==> src/rtl/csm_pkg.sv <==
// csm_pkg: shared types and constants for the complex subband morph block
// used by every module under rtl; no dependencies
`timescale 1ns / 1ps

package csm_pkg;

  localparam logic [16:0] WEIGHT_ONE   = 17'd65536;
  localparam logic [15:0] RAMP_DEFAULT = 16'd960;

  typedef enum logic [1:0] {
    OP_MUL,
    OP_DIV,
    OP_SQRT
  } csm_op_t;

  typedef enum logic [2:0] {
    REG_MAG_TARGET,
    REG_PHASE_TARGET,
    REG_THR_TARGET,
    REG_BYPASS_LOW,
    REG_BYPASS_HIGH,
    REG_RAMP_SAMPLES
  } csm_reg_t;

  // command to the shared arithmetic unit
  typedef struct packed {
    logic        start;
    csm_op_t     op;
    logic [63:0] a;
    logic [63:0] b;
    logic [6:0]  k;
  } csm_cmd_t;

  typedef struct packed {
    logic        done;
    logic [63:0] res;
  } csm_rsp_t;

  typedef struct packed {
    logic [16:0] mag;
    logic [16:0] phase;
    logic [23:0] thr;
  } csm_tgt_t;

  typedef struct packed {
    logic        restart;
    logic        snap;
    logic [15:0] count;
  } csm_restart_t;

  typedef enum logic [4:0] {
    S_IDLE,
    S_CHECK,
    S_STEP,
    S_ADV,
    S_RAMP,
    S_MSQ0,
    S_MSQ1,
    S_MSQRT,
    S_SSQ0,
    S_SSQ1,
    S_SSQRT,
    S_MUX,
    S_MUY,
    S_SUX,
    S_SUY,
    S_OMAG,
    S_GMUL,
    S_GDIV,
    S_LX,
    S_LY,
    S_LSQ0,
    S_LSQ1,
    S_LSQRT,
    S_ORE_MUL,
    S_ORE_DIV,
    S_OIM_MUL,
    S_OIM_DIV,
    S_DONE
  } csm_state_t;

endpackage

==> src/rtl/csm_cfg.sv <==
// csm_cfg: configuration registers, weight saturation and ramp restart events
// uses csm_pkg
`timescale 1ns / 1ps

module csm_cfg (
  input  logic                  clk,
  input  logic                  rst,
  input  logic                  cfg_write_en,
  input  logic [2:0]            cfg_index,
  input  logic [23:0]           cfg_data,
  output csm_pkg::csm_tgt_t     tgt,
  output logic                  bypass_low,
  output logic                  bypass_high,
  output csm_pkg::csm_restart_t restart
);
  import csm_pkg::*;

  logic [15:0] ramp_samples;
  logic [16:0] wsat;
  logic        tgt_change;

  assign wsat = (cfg_data[16:0] > WEIGHT_ONE) ? WEIGHT_ONE : cfg_data[16:0];

  // a target write that changes the held value restarts the shared ramp
  assign tgt_change = cfg_write_en &&
    ((csm_reg_t'(cfg_index) == REG_MAG_TARGET   && wsat != tgt.mag) ||
     (csm_reg_t'(cfg_index) == REG_PHASE_TARGET && wsat != tgt.phase) ||
     (csm_reg_t'(cfg_index) == REG_THR_TARGET   && cfg_data != tgt.thr));

  always_ff @(posedge clk) begin
    if (rst) begin
      tgt          <= '0;
      bypass_low   <= 1'b0;
      bypass_high  <= 1'b0;
      ramp_samples <= RAMP_DEFAULT;
      restart      <= '0;
    end else begin
      restart <= '{restart: tgt_change, snap: (ramp_samples == 16'd0), count: ramp_samples};
      if (cfg_write_en) begin
        unique case (csm_reg_t'(cfg_index))
          REG_MAG_TARGET: begin
            if (wsat != tgt.mag) tgt.mag <= wsat;
          end
          REG_PHASE_TARGET: begin
            if (wsat != tgt.phase) tgt.phase <= wsat;
          end
          REG_THR_TARGET: begin
            if (cfg_data != tgt.thr) tgt.thr <= cfg_data;
          end
          REG_BYPASS_LOW:   bypass_low   <= cfg_data[0];
          REG_BYPASS_HIGH:  bypass_high  <= cfg_data[0];
          REG_RAMP_SAMPLES: ramp_samples <= cfg_data[15:0];
          default: ;
        endcase
      end
    end
  end

endmodule

==> config.mk <==
export PLATFORM = sky130hd
export DESIGN_NAME = csm_cfg
export DESIGN_NICKNAME = d
export VERILOG_FILES = /design/src/rtl/csm_pkg.sv /design/src/rtl/csm_cfg.sv
export SDC_FILE = /design/constraint.sdc
export NUM_CORES = 1
export LEC_CHECK = 0
export BUFFER_PORTS_ARGS = -buffer_cell sky130_fd_sc_hd__buf_2
export CAP_MARGIN = 20
export CORE_MARGIN = 1
export CORE_UTILIZATION = 55
export DETAILED_ROUTE_END_ITERATION = 16
export GPL_ROUTABILITY_DRIVEN = 0
export HOLD_SLACK_MARGIN = 0.08
export PLACE_DENSITY = 0.84
export SYNTH_ARGS = -nofsm -noshare
export SYNTH_HDL_FRONTEND = slang
export SYNTH_SLANG_ARGS = --single-unit
==> constraint.sdc <==
create_clock -name clk -period 5.4 [get_ports clk]
set_clock_uncertainty 0.15 [all_clocks]
set_input_delay 1.08 -clock clk [delete_from_list [all_inputs] [get_ports clk]]
set_output_delay 1.08 -clock clk [all_outputs]
set_load 0.01 [all_outputs]
Word level (Yosys, flattened, before mapping)
Index checks and enable logic that the tools add are counted.
{"block": "op_classes", "n_addsub": 0, "n_div": 0, "shift": 0, "n_eq_ne": 8, "mul": 0, "order_cmp": 1, "n_bitwise": 0, "muxes": 1, "reduce_logical": 14}
{"op": "17-bit inequality test", "n": 2}
{"op": "24-bit inequality test", "n": 1}
{"op": "17-bit > comparator, second input constant", "n": 1}
{"op": "17-bit two-way mux", "n": 1}
{"op": "16-bit logical NOT", "n": 1}
{"op": "3-bit AND reduction", "n": 3}
{"op": "3-bit by 2-bit == test with 1-bit output, second input constant", "n": 2}
{"op": "3-bit == test, second input constant", "n": 2}
{"op": "2-bit AND reduction", "n": 3}
{"op": "1-bit logical AND", "n": 4}
{"op": "3-bit by 1-bit == test with 1-bit output, second input constant", "n": 1}
{"op": "3-bit logical NOT", "n": 1}
{"op": "1-bit logical OR", "n": 2}
{"block": "word_totals", "register_bits": 94, "wordCells": 33, "output_inout_bits": 78, "n_memories": 0, "mem_bits_rw": 0, "rom_bits": 0, "latch_bits": 0}

Longest topological paths before layout
Gate-level depths: netlist of the first run.
{"block": "logic_depth", "ltp_word": 7, "mapped_depth": 10, "ltp_nobuf": 6}

Worst setup path before layout of the first run
Ideal clock, no wire load.
{"block": "synth_path", "path_type": "input -> register", "start": "input port cfg_data[15]", "end": "register tgt[44] in the netlist's numbering", "t_required_ns": 5.178, "stages": 9, "setup_slack_ns": 2.151, "t_arrival_ns": 3.027, "path_cell_list": "buf_4 or4_4 nor3_4 a21oi_2 a2111o_1 o21ai_2 buf_6 buf_12 mux2i_1"}
{"block": "synth_via", "elab_chain_cells": 4}
{"element": "start: declaration", "line": "csm_cfg.sv:10", "rtl": "input logic [23:0] cfg_data,"}
{"element": "17-bit > comparator", "line": "csm_cfg.sv:22", "rtl": "assign wsat = (cfg_data[16:0] > WEIGHT_ONE) ? WEIGHT_ONE : cfg_data[16:0];"}
{"element": "17-bit two-way mux (*)", "line": "csm_cfg.sv:22"}
{"element": "17-bit inequality test", "line": "csm_cfg.sv:42", "rtl": "if (wsat != tgt.mag) tgt.mag <= wsat;"}
{"element": "3-bit AND reduction (no source line)"}
{"element": "end: declaration", "line": "csm_cfg.sv:11", "rtl": "output csm_pkg::csm_tgt_t tgt,"}
Mark *: on every way between the ends. The rest lies on a longest branch, timed or not.
A chain may end at the register's enable or synchronous reset.

Final worst setup path of the first run
{"block": "layout_path", "start": "input port cfg_data[4]", "end": "register tgt[37] in the netlist's numbering"}
{"block": "layout_via", "elab_chain_cells": 4}
{"element": "17-bit > comparator", "line": "csm_cfg.sv:22"}
{"element": "17-bit two-way mux (*)", "line": "csm_cfg.sv:22"}
{"element": "17-bit inequality test", "line": "csm_cfg.sv:45", "rtl": "if (wsat != tgt.phase) tgt.phase <= wsat;"}
{"element": "3-bit AND reduction (no source line)"}
Marks and branches as above.

==> flow_summary.rst, run 1 <==
.. list-table::
   :header-rows: 1

   * - Metric
     - Value
   * - Number of setup buffers added after CTS
     - 0
   * - Final routed wire length divided by cell count
     - ~17 µm
   * - Sink count of the clock tree
     - 94
   * - Number of buffer cells added on primary ports
     - about 110
   * - Period minus WS final
     - between 3 and 4 ns
   * - Count of vias placed by the detailed router
     - 3878
   * - # nets final
     - approximately 610
   * - Setup crit end kind
     - flip-flop
   * - Area of the die
     - 8220 µm²
   * - Arrival time worst endpoint
     - between 3 and 4 ns
   * - Data required time at the worst endpoint
     - ~5.5 ns
   * - Clock H-tree levels
     - 3
   * - Net Count, Synth
     - slightly above 500
   * - Clock buffer count from CTS
     - 9
   * - Area share of the largest cell type after synthesis
     - 43.5%
   * - Number of maximum-capacitance violations
     - 0
   * - Setup_tns
     - 0 ns
   * - Aggregate global-route resource usage
     - 28.2%
   * - Internal cell power
     - 0.937 mW
   * - Element type at the critical path start
     - input pin
   * - Type of the worst setup path
     - in -> reg
   * - Portion of total power attributed to sequential cells
     - 55.0%
   * - Post-synthesis sequential area ratio
     - between 40% and 50%
   * - Most used flip-flop cell after synthesis
     - sky130_fd_sc_hd__dfxtp_1
   * - Placeable core area
     - roughly 7400 µm²
   * - Global-route wire length before repair
     - approximately 18 mm
   * - Count of warnings emitted by yosys
     - 0
   * - Count of endpoints failing setup in the final report
     - 0
   * - Area leader, netlist
     - sky130_fd_sc_hd__dfxtp_1
   * - Ant diodes
     - 0
   * - Quantity of gates resized following cts
     - 0
   * - Total of hold buffers inserted after clock tree synthesis
     - 0
   * - Switching Power
     - 0.368 mW
   * - Number of different library cells in the post-synthesis netlist
     - between 50 and 60
   * - Number of synthesized register bits
     - 94
   * - Final ANT Viol Nets
     - 0
   * - Root buffer selected by CTS
     - sky130_fd_sc_hd__clkbuf_8
   * - Gate count after technology mapping
     - slightly below 500
   * - Placement row count
     - 31
   * - Final hold violations
     - 0
   * - Leakage power
     - approximately 2.6 nW
   * - Leading post-synthesis cells by instance count
     - sky130_fd_sc_hd__dfxtp_1, sky130_fd_sc_hd__nand2_1, sky130_fd_sc_hd__mux2i_1, sky130_fd_sc_hd__nor2_1, sky130_fd_sc_hd__xor2_1
   * - I/O pin count
     - approximately 110
   * - Pwr dens
     - between 200 and 300 nW/µm²
   * - Number of antenna violations at the first check in global routing
     - 0
   * - Remaining design rule violation count
     - 0
   * - Detailed Route Iter0 Violations
     - around 280
   * - Initial Utilization
     - 58.4%
   * - Worst relative slew slack
     - 21.7%
   * - Count of flip-flops with a built-in enable after synthesis
     - 0
   * - Sw Share
     - between 20% and 30%
   * - Detail Placement HPWL
     - ~8.2 mm
   * - Later-pin clock latency in the skew report
     - about 0.37 ns
   * - Post-Syn Area per Cell
     - 8.86 µm²
   * - Number of pins with negative max-slew slack in the final report
     - 0
   * - Highest clock rate
     - between 0.2 and 0.3 GHz
   * - Maximum clock insertion buffer count
     - 2
   * - Clock edge transition at the registers on the reported setup and hold paths
     - around 0.1 ns
   * - Die height
     - around 91 µm
   * - Largest net degree at the start of global routing
     - 58
   * - Most repeated cell in the gate-level netlist after synthesis
     - sky130_fd_sc_hd__dfxtp_1
   * - Total power after layout
     - about 1.3 mW
   * - RSZ-0062 raised after global routing
     - no
   * - Run status
     - completed
   * - Number of iterations in the first detailed-routing pass
     - 6
   * - Width of the die
     - 90.7 µm
   * - Via density per instance
     - around 5.7
   * - Netlist Area Pre-Place
     - roughly 4300 µm²
   * - Logic gate share of total power
     - a little over a tenth
   * - Layout Utilization
     - between 60% and 70%
   * - Number of global-route vias before repair
     - 3676
   * - WL final
     - 11.4 mm
   * - Hold/Removal Path Class
     - reg -> reg
   * - Final clock period utilization by the worst path
     - about two thirds
   * - Gr ovfl total
     - 0
   * - Layout Area Growth over Synthesis
     - 17.1%
   * - Highest fanout seen on the critical path
     - 17
   * - Fraction of final layout cells sized beyond drive strength 1
     - 23.1%
   * - Ranking of synthesized cells by area
     - sky130_fd_sc_hd__dfxtp_1, sky130_fd_sc_hd__mux2i_1, sky130_fd_sc_hd__nand2_1
   * - Async S/R FF share, synth
     - 0%
   * - Worst IR Drop VDD
     - approximately 170 µV
   * - Worst Tran Pin Value
     - roughly 1.2 ns
   * - Clock tree from TritonCTS
     - built
   * - Clock power share
     - about a third
==> power groups by stage <==
stage / Clock, mW / Combinational (mW) / Sequential, mW
2_1_floorplan: 0 / 0.0857 / 0.737
3_3_place_gp: 0 / 0.134 / 0.733
3_5_place_dp: 0 / 0.140 / 0.733
4_1_cts: 0.449 / 0.141 / 0.717
5_1_grt: 0.476 / 0.154 / 0.719
6_report: 0.445 / 0.143 / 0.718
==> routing by layer <==
metal  GRT usage (%)  share of wire (%)  up-vias
met3            6.90                8.7       26
met4            11.6                2.3        0
li1                -                  -     1846
met1            34.4                 40     1810
met5               0                  0        -
met2            47.4                 49      196
==> through the flow <==
stage,setup slack [ns],hold WS (ns),instances,instance area (µm²)
after CTS,1.83,0.294,680,5060
after detailed placement,1.49,0.280,664,4880
after global placement,1.46,0.276,662,4840
after global routing,1.67,0.326,680,5060
after floorplan,2.15,0.260,488,4320
final,1.81,0.301,680,5060
==> path summary, 6_finish.rpt <==
kind                     from     endpoint  slack (ns)  depth (start not counted)
min reg2reg  ramp_samples[14]  restart[16]        0.30                          1
min          ramp_samples[14]  restart[16]        0.30                          1
max               cfg_data[4]      tgt[37]        1.81                          7
max reg2reg           tgt[25]      tgt[37]        2.44                          6
==> layout by cell type (no fill, tap or decap), types with 9 or more instances in the layout <==
master,Yosys,layout
sky130_fd_sc_hd__inv_1,15,15
sky130_fd_sc_hd__nor4_1,16,16
sky130_fd_sc_hd__mux2i_1,58,58
sky130_fd_sc_hd__nand2b_1,12,12
sky130_fd_sc_hd__a21oi_1,19,19
sky130_fd_sc_hd__dfxtp_1,94,94
sky130_fd_sc_hd__buf_2,2,107
sky130_fd_sc_hd__nor2b_1,22,22
sky130_fd_sc_hd__nor2_1,38,38
sky130_fd_sc_hd__nand2_1,85,85
sky130_fd_sc_hd__xor2_1,27,27
sky130_fd_sc_hd__clkbuf_8,0,9
==> worst max-delay path, stage by stage <==
cell and delay [ns]:
sky130_fd_sc_hd__buf_2 0.18, sky130_fd_sc_hd__nor3_1 0.29, sky130_fd_sc_hd__o21ai_0 0.19, sky130_fd_sc_hd__a2111oi_0 0.46, sky130_fd_sc_hd__a41oi_1 0.17, sky130_fd_sc_hd__o31ai_4 1.02, sky130_fd_sc_hd__mux2i_1 0.34
==> flip-flops by register name (all words and copies together), names as in the netlist <==
register / cells
bypass_low: 1
ramp_samples: 16
bypass_high: 1
tgt: 58
restart: 18
==> logic make-up (layout without fill, tap and decap cells) <==
group                  after synthesis  in the layout  synth area share, %
AND/OR/NAND/NOR                    200            200                 22.3
flip-flops                          94             94                 43.5
multiplexers                        58             58                 13.4
AO/OA/AOI/OAI                       56             56                 9.09
buffers and inverters               49            142                 5.38
XOR/XNOR                            31             31                 6.28
==> cell type report <==
cell class | instances | area (µm²)
clock buffers | 9 | 124
clock inverters | 7 | 62.6
fillers | 607 | 2340
inverters | 15 | 56.3
multi-input cells | 345 | 2220
flip-flops and latches | 94 | 1880
well taps | 99 | 124
repair buffers | 111 | 593
No activity file was read; power rests on OpenSTA's default activity.
==> run 2, diff against run 1 <==
--- a/config.mk
+++ b/config.mk
@@ -8,11 +8,11 @@
 export BUFFER_PORTS_ARGS = -buffer_cell sky130_fd_sc_hd__buf_2
 export CAP_MARGIN = 20
 export CORE_MARGIN = 1
-export CORE_UTILIZATION = 55
+export CORE_UTILIZATION = 48
 export DETAILED_ROUTE_END_ITERATION = 16
 export GPL_ROUTABILITY_DRIVEN = 0
 export HOLD_SLACK_MARGIN = 0.08
-export PLACE_DENSITY = 0.84
+export PLACE_DENSITY = 0.78
 export SYNTH_ARGS = -nofsm -noshare
 export SYNTH_HDL_FRONTEND = slang
 export SYNTH_SLANG_ARGS = --single-unit
==> constraint.sdc (replaced) <==
create_clock -name clk -period 3 [get_ports clk]
set_clock_uncertainty 0.15 [all_clocks]
set_input_delay 0.6 -clock clk [delete_from_list [all_inputs] [get_ports clk]]
set_output_delay 0.6 -clock clk [all_outputs]
set_load 0.01 [all_outputs]
==> run 2 against run 1 <==
  * Sequential share of layout area down 0.78 points
  * Utilization down 9.0 points
  * Sequential cell count unchanged
  * Register-to-register slack worse by 1.9 ns
  * Final cell count up 2.4%
  * First-iteration DRC count down 19%
  * Setup slack worse by 1.3 ns
  * Critical path type unchanged
  * Largest cell class unchanged
  * Highest routed layer unchanged
==> flow_summary.rst, run 2 (synthesized netlist as in run 1, its figures left out) <==
.. list-table::
   :header-rows: 1

   * - Metric
     - Value
   * - Setup crit end kind
     - flip-flop
   * - Total of hold buffers inserted after clock tree synthesis
     - 0 (unchanged)
   * - Placement row count
     - 34 (+9.7%)
   * - Number of antenna violations at the first check in global routing
     - 0 (unchanged)
   * - # nets final
     - 613 (+1.2%)
   * - Worst Tran Pin Value
     - 0.822 ns (-0.348 ns)
   * - Final ANT Viol Nets
     - 0 (unchanged)
   * - Clock edge transition at the registers on the reported setup and hold paths
     - 0.09 ns (about the same)
   * - Gr ovfl total
     - 0 (unchanged)
   * - Placeable core area
     - 8720 µm² (+18%)
   * - Number of filler cells placed in the layout
     - 763 (+26%)
   * - Final routed wire length divided by cell count
     - 17.0 µm (+1.1%)
   * - Number of global-route vias before repair
     - 3651 (-0.68%)
   * - Slowest cell delay on critical path
     - 0.49 ns (-0.53 ns)
   * - Clock H-tree levels
     - 3 (unchanged)
   * - Count of vias placed by the detailed router
     - 3895 (+0.44%)
   * - Global-route wire length before repair
     - 18.7 mm (+2.6%)
   * - Commonest non-fill, non-tap cell in the layout
     - sky130_fd_sc_hd__buf_2
   * - Biggest registers after layout
     - tgt: 58 flops, restart: 18 flops, ramp_samples: 16 flops
   * - Cell Chain, Critical Path
     - buf_2 > nor3_1 > o21ai_0 > a2111oi_0 > a41oi_1 > o31ai_4 > buf_12 > mux2i_1
   * - Area used by multi-input combinational logic
     - 2220 µm² (unchanged)
   * - Quantity of gates resized following cts
     - 0 (unchanged)
   * - Number of pins with negative max-slew slack in the final report
     - 0 (unchanged)
   * - Clock power share
     - 37.2% (+3.1 points)
   * - Remaining design rule violation count
     - 0 (unchanged)
   * - Root buffer selected by CTS
     - sky130_fd_sc_hd__clkbuf_8
   * - Most frequent cells in the layout
     - sky130_fd_sc_hd__buf_2, sky130_fd_sc_hd__dfxtp_1, sky130_fd_sc_hd__nand2_1
   * - Sink count of the clock tree
     - 94 (unchanged)
   * - Later-pin clock latency in the skew report
     - 0.36 ns (about the same)
   * - Slowest CP cell
     - sky130_fd_sc_hd__a2111oi_0
   * - Leakage power
     - 2.66 nW (+1.8%)
   * - Worst relative slew slack
     - 45.0% (+23 points)
   * - Detail Placement HPWL
     - 8.64 mm (+4.8%)
   * - Via density per instance
     - 5.60 (-1.9%)
   * - Final clock period utilization by the worst path
     - a little over four fifths
   * - Width of the die
     - 96.9 µm (+6.9%)
   * - Setup_tns
     - 0 ns (unchanged)
   * - Register bank with the most flops
     - tgt
   * - Highest clock rate
     - between 0.3 and 0.4 GHz
   * - Pwr dens
     - 479 nW/µm² (+86%)
   * - Number of iterations in the first detailed-routing pass
     - 5 (-1)
   * - RSZ-0062 raised after global routing
     - no
   * - Layout Cell Area excl Fill
     - 5170 µm² (+2.1%)
   * - Portion of total power attributed to sequential cells
     - 52.2% (-2.8 points)
   * - Element type at the critical path start
     - input pin
   * - Number of buffer cells added on primary ports
     - 107 (unchanged)
   * - Data required time at the worst endpoint
     - 3.14 ns (-2.40 ns)
   * - Die height
     - 96.9 µm (+6.9%)
   * - Switching Power
     - 0.634 mW (+72%)
   * - Largest net degree at the start of global routing
     - 58 (unchanged)
   * - Number of flip-flops in the largest register
     - 58 (unchanged)
   * - Count of endpoints failing setup in the final report
     - 0 (unchanged)
   * - Worst IR Drop VDD
     - 234 µV (+34%)
   * - Type of the worst setup path
     - in -> reg
   * - Total cell area at the placement stage
     - 4950 µm² (+1.5%)
   * - Cell type group with the largest total delay on the critical path
     - compound AO/OA/AOI/OAI gates
   * - Clock buffer count from CTS
     - 9 (unchanged)
   * - Clock tree from TritonCTS
     - built
   * - I/O pin count
     - 108 (unchanged)
   * - Fraction of final layout cells sized beyond drive strength 1
     - 24.0% (+0.92 points)
   * - Highest fanout seen on the critical path
     - 17 (unchanged)
   * - Detailed Route Iter0 Violations
     - 224 (-19%)
   * - WL final
     - 11.8 mm (+3.5%)
   * - Worst path buffer plus inverter count
     - 2 (+1)
   * - Internal cell power
     - 1.84 mW (+97%)
   * - Logic gate share of total power
     - 10.6% (-0.3 points)
   * - Number of maximum-capacitance violations
     - 0 (unchanged)
   * - Number of setup buffers added after CTS
     - 0 (unchanged)
   * - Hold/Removal Path Class
     - reg -> reg
   * - Initial Utilization
     - 49.6% (-8.8 points)
   * - Maximum clock insertion buffer count
     - 2 (unchanged)
   * - Arrival time worst endpoint
     - 2.68 ns (-1.05 ns)
   * - Worst hold slack
     - 0.289 ns (-0.0114 ns)
   * - Run status
     - completed
   * - Area used by sequential logic in the layout
     - 1880 µm² (unchanged)
   * - Final hold violations
     - 0 (unchanged)
   * - Period minus WS final
     - between 2 and 3 ns
   * - Sw Share
     - 25.6% (-2.6 points)
   * - Area of the die
     - 9390 µm² (+14%)
   * - Ant diodes
     - 0 (unchanged)
   * - Layout Area Growth over Synthesis
     - 19.6%
   * - Aggregate global-route resource usage
     - 25.1% (-3.1 points)
run 2: cell count changes in the layout (fill, tap and decap cells not counted):
cell,before,now
sky130_fd_sc_hd__buf_4,2,8
sky130_fd_sc_hd__buf_16,1,0
sky130_fd_sc_hd__buf_12,0,3
sky130_fd_sc_hd__clkinv_4,2,1
sky130_fd_sc_hd__clkinvlp_4,0,2
sky130_fd_sc_hd__inv_8,2,0
sky130_fd_sc_hd__bufinv_16,0,2
sky130_fd_sc_hd__inv_6,2,1
sky130_fd_sc_hd__buf_8,1,0
run 2: per-stage QoR:
stage | power (mW) | utilization, % | setup slack, ns | std cells
6_report | 2.48 | 59.3 | 0.461 | 696
5_1_grt | 2.57 | 59.3 | 0.361 | 696
4_1_cts | 2.49 | 59.3 | 0.515 | 696
3_5_place_dp | 1.58 | 56.8 | 0.145 | 680
3_3_place_gp | 1.57 | 56.8 | 0.237 | 680
2_1_floorplan | 1.48 | - | 0.231 | 488
run 2: area by class of cell:
class	instances	area share, %
clock buffers	9	2.39
clock inverters	7	1.89
inverters	15	1.09
multi-input cells	345	43.0
flip-flops and latches	94	36.4
well taps	108	2.61
repair buffers	118	12.7
run 2: path summary, 6_finish.rpt:
| path | startpoint | end | slack (ns) | cells past startpoint |
|---|---|---|---|---|
| setup / recovery | cfg_data[4] | tgt[37] | 0.46 | 8 |
| hold / removal | ramp_samples[14] | restart[16] | 0.29 | 1 |
| setup reg to reg | tgt[26] | tgt[37] | 0.56 | 7 |
| hold reg to reg | ramp_samples[14] | restart[16] | 0.29 | 1 |
run 2: power by group through the flow:
stage | registers [mW] | clock network (mW) | logic [mW]
detailed placement | 1.32 | 0 | 0.260
floorplan | 1.33 | 0 | 0.154
global route | 1.30 | 0.992 | 0.284
global placement | 1.32 | 0 | 0.254
CTS | 1.29 | 0.938 | 0.261
finish | 1.29 | 0.922 | 0.263
run 2: routing by layer:
metal | part of all wire, % | track usage [%]
met4 | 2.1 | 9.76
met2 | 49 | 42.0
met1 | 42 | 32.0
met3 | 7.3 | 4.48
met5 | 0 | 0
==> run 3, diff against run 2 <==
--- a/config.mk
+++ b/config.mk
@@ -8,11 +8,11 @@
 export BUFFER_PORTS_ARGS = -buffer_cell sky130_fd_sc_hd__buf_2
 export CAP_MARGIN = 20
 export CORE_MARGIN = 1
-export CORE_UTILIZATION = 48
+export CORE_UTILIZATION = 53
 export DETAILED_ROUTE_END_ITERATION = 16
 export GPL_ROUTABILITY_DRIVEN = 0
 export HOLD_SLACK_MARGIN = 0.08
-export PLACE_DENSITY = 0.78
+export PLACE_DENSITY = 0.82
 export SYNTH_ARGS = -nofsm -noshare
 export SYNTH_HDL_FRONTEND = slang
 export SYNTH_SLANG_ARGS = --single-unit
==> constraint.sdc (replaced) <==
create_clock -name clk -period 2.5 [get_ports clk]
set_clock_uncertainty 0.15 [all_clocks]
set_input_delay 0.5 -clock clk [delete_from_list [all_inputs] [get_ports clk]]
set_output_delay 0.5 -clock clk [all_outputs]
set_load 0.01 [all_outputs]
==> run 3 against run 2 <==
  * Utilization up 10 points
  * Global-route usage rose by 5.1 points
  * Final cell count is 3.6% higher
  * Count of clock-buffer cells in the layout is 2 higher
  * Hold slack lost 0.038 ns
  * Setup slack worse by 0.31 ns
  * Register-to-register slack lost 0.37 ns
  * Sequential power grew 20%
  * Cell area increased by 4.7%
  * Power is 23% higher
  * Critical path depth unchanged
==> flow_summary.rst, run 3 (synthesized netlist as in run 1, its figures left out) <==
.. list-table::
   :header-rows: 1

   * - Metric
     - Value
   * - Commonest non-fill, non-tap cell in the layout
     - sky130_fd_sc_hd__buf_2
   * - Detail Placement HPWL
     - 9.38 mm (+8.6%)
   * - Clock tree from TritonCTS
     - built
   * - Initial Utilization
     - 55.4% (+5.8 points)
   * - Final routed wire length divided by cell count
     - 17.3 µm (+1.8%)
   * - Element type at the critical path start
     - input pin
   * - Highest fanout seen on the critical path
     - 10 (-7)
   * - Final hold violations
     - 0 (unchanged)
   * - Number of global-route vias before repair
     - 3956 (+8.4%)
   * - Period minus WS final
     - 2.35 ns
   * - WL final
     - 12.5 mm (+5.5%)
   * - Gr ovfl total
     - 0 (unchanged)
   * - Width of the die
     - 92.3 µm (-4.7%)
   * - Clock H-tree levels
     - 3 (unchanged)
   * - Number of antenna violations at the first check in global routing
     - 0 (unchanged)
   * - Remaining design rule violation count
     - 0 (unchanged)
   * - Aggregate global-route resource usage
     - 30.2% (+5.1 points)
   * - Later-pin clock latency in the skew report
     - 0.36 ns (about the same)
   * - # nets final
     - 644 (+5.1%)
   * - Number of flip-flops in the largest register
     - 58 (unchanged)
   * - I/O pin count
     - 108 (unchanged)
   * - Global-route wire length before repair
     - 19.7 mm (+5.2%)
   * - Fraction of final layout cells sized beyond drive strength 1
     - 28.3% (+4.3 points)
   * - Number of iterations in the first detailed-routing pass
     - 5 (unchanged)
   * - Start point of the worst hold path
     - cfg_data[18]
   * - Arrival time worst endpoint
     - 2.49 ns (-0.19 ns)
   * - Register bank with the most flops
     - tgt
   * - Largest net degree at the start of global routing
     - 42 (-28%)
   * - Sink count of the clock tree
     - 94 (unchanged)
   * - Worst Tran Pin Value
     - 0.425 ns (-0.397 ns)
   * - Data required time at the worst endpoint
     - 2.64 ns (-0.50 ns)
   * - RSZ-0062 raised after global routing
     - no
   * - Setup_tns
     - 0 ns (unchanged)
   * - Ant diodes
     - 0 (unchanged)
   * - Most frequent cells in the layout
     - sky130_fd_sc_hd__buf_2, sky130_fd_sc_hd__dfxtp_1, sky130_fd_sc_hd__nand2_1
   * - Launching element of the worst setup path
     - cfg_data[0]
   * - Final clock period utilization by the worst path
     - a little over nine tenths
   * - Final ANT Viol Nets
     - 0 (unchanged)
   * - Placeable core area
     - 7810 µm² (-10%)
   * - Number of buffer cells added on primary ports
     - 107 (unchanged)
   * - Worst hold slack
     - 0.251 ns (-0.0383 ns)
   * - Count of vias placed by the detailed router
     - 4173 (+7.1%)
   * - Detailed Route Iter0 Violations
     - 238 (+6.3%)
   * - Worst IR Drop VDD
     - 359 µV (+54%)
   * - Maximum clock insertion buffer count
     - 2 (unchanged)
   * - Launch point of the worst reg-to-reg path
     - tgt[48]
   * - Count of endpoints failing setup in the final report
     - 0 (unchanged)
   * - Layout Area Growth over Synthesis
     - 25.3%
   * - Placement row count
     - 32 (-5.9%)
   * - Hold/Removal Path Class
     - in -> reg
   * - Number of maximum-capacitance violations
     - 0 (unchanged)
   * - Clock buffer count from CTS
     - 9 (unchanged)
   * - Biggest registers after layout
     - tgt: 58 flops, restart: 18 flops, ramp_samples: 16 flops
   * - Type of the worst setup path
     - in -> reg
   * - Number of pins with negative max-slew slack in the final report
     - 0 (unchanged)
   * - Die height
     - 92.3 µm (-4.7%)
   * - Number of filler cells placed in the layout
     - 640 (-16%)
   * - Root buffer selected by CTS
     - sky130_fd_sc_hd__clkbuf_8
   * - Clock edge transition at the registers on the reported setup and hold paths
     - 0.09 ns (about the same)
   * - Via density per instance
     - 5.79 (+3.4%)
   * - Pwr dens
     - 564 nW/µm² (+18%)
   * - Setup crit end kind
     - flip-flop
   * - Worst relative slew slack
     - 71.4% (+26 points)
   * - Area of the die
     - 8520 µm² (-9.2%)
   * - Run status
     - completed
   * - Highest clock rate
     - about 0.43 GHz
   * - Leakage power
     - 2.82 nW (+6.1%)
[run 3: area by class of cell]
class,count,area [µm²],share of cell area (%)
Clock buffer,11,151,2.79
Multi-Input combinational cell,345,2240,41.4
Tap cell,102,128,2.36
Sequential cell,94,1880,34.7
Timing Repair Buffer,149,876,16.2
Inverter,15,56.3,1.04
Clock inverter,5,81.3,1.50
[run 3: routing by layer]
layer  up-vias  track usage, %  wire [µm]
li1       1915               -          -
met1      1987            36.7       5050
met2       216            49.1       5960
met3        55            6.90        921
met4         0            16.7        540
met5         -               0          0
[run 3: final timing paths]
kind	cells after the start	slack, ns	to
setup / recovery	8	0.15	tgt[44]
hold / removal	3	0.25	tgt[18]
setup reg to reg	7	0.19	tgt[44]
hold reg to reg	1	0.31	restart[16]
[run 3: stage by stage]
stage | util [%] | cell area (µm²) | setup slack [ns] | power (mW) | std cells
floorplan | - | 4350 | -0.127 | 1.78 | 488
global placement | 66.3 | 5170 | -0.139 | 1.92 | 705
detailed placement | 66.3 | 5170 | -0.251 | 1.93 | 705
CTS | 69.2 | 5410 | 0.0974 | 3.05 | 721
global route | 69.4 | 5420 | 0.0176 | 3.17 | 721
finish | 69.4 | 5420 | 0.150 | 3.05 | 721
[run 3: what timing repair did]
action,in CTS,in global routing
endpoints found under the setup margin,0,17
gates resized for setup,0,3
hold buffers,0,0
setup buffers,0,0
[run 3: critical path, stage by stage]
cell and delay [ns]:
sky130_fd_sc_hd__buf_2 0.13, sky130_fd_sc_hd__or4_4 0.56, sky130_fd_sc_hd__nor3_4 0.22, sky130_fd_sc_hd__a21oi_2 0.08, sky130_fd_sc_hd__a2111o_1 0.40, sky130_fd_sc_hd__o21ai_2 0.14, sky130_fd_sc_hd__buf_4 0.24, sky130_fd_sc_hd__mux2i_1 0.22
[run 3: where the power goes]
group / switching [mW] / internal, mW / total, mW / leakage, nW
Clock: 0.526 / 0.618 / 1.14 / 0.116
Sequential: 0.0245 / 1.53 / 1.55 / 0.761
Combinational: 0.212 / 0.147 / 0.360 / 1.94
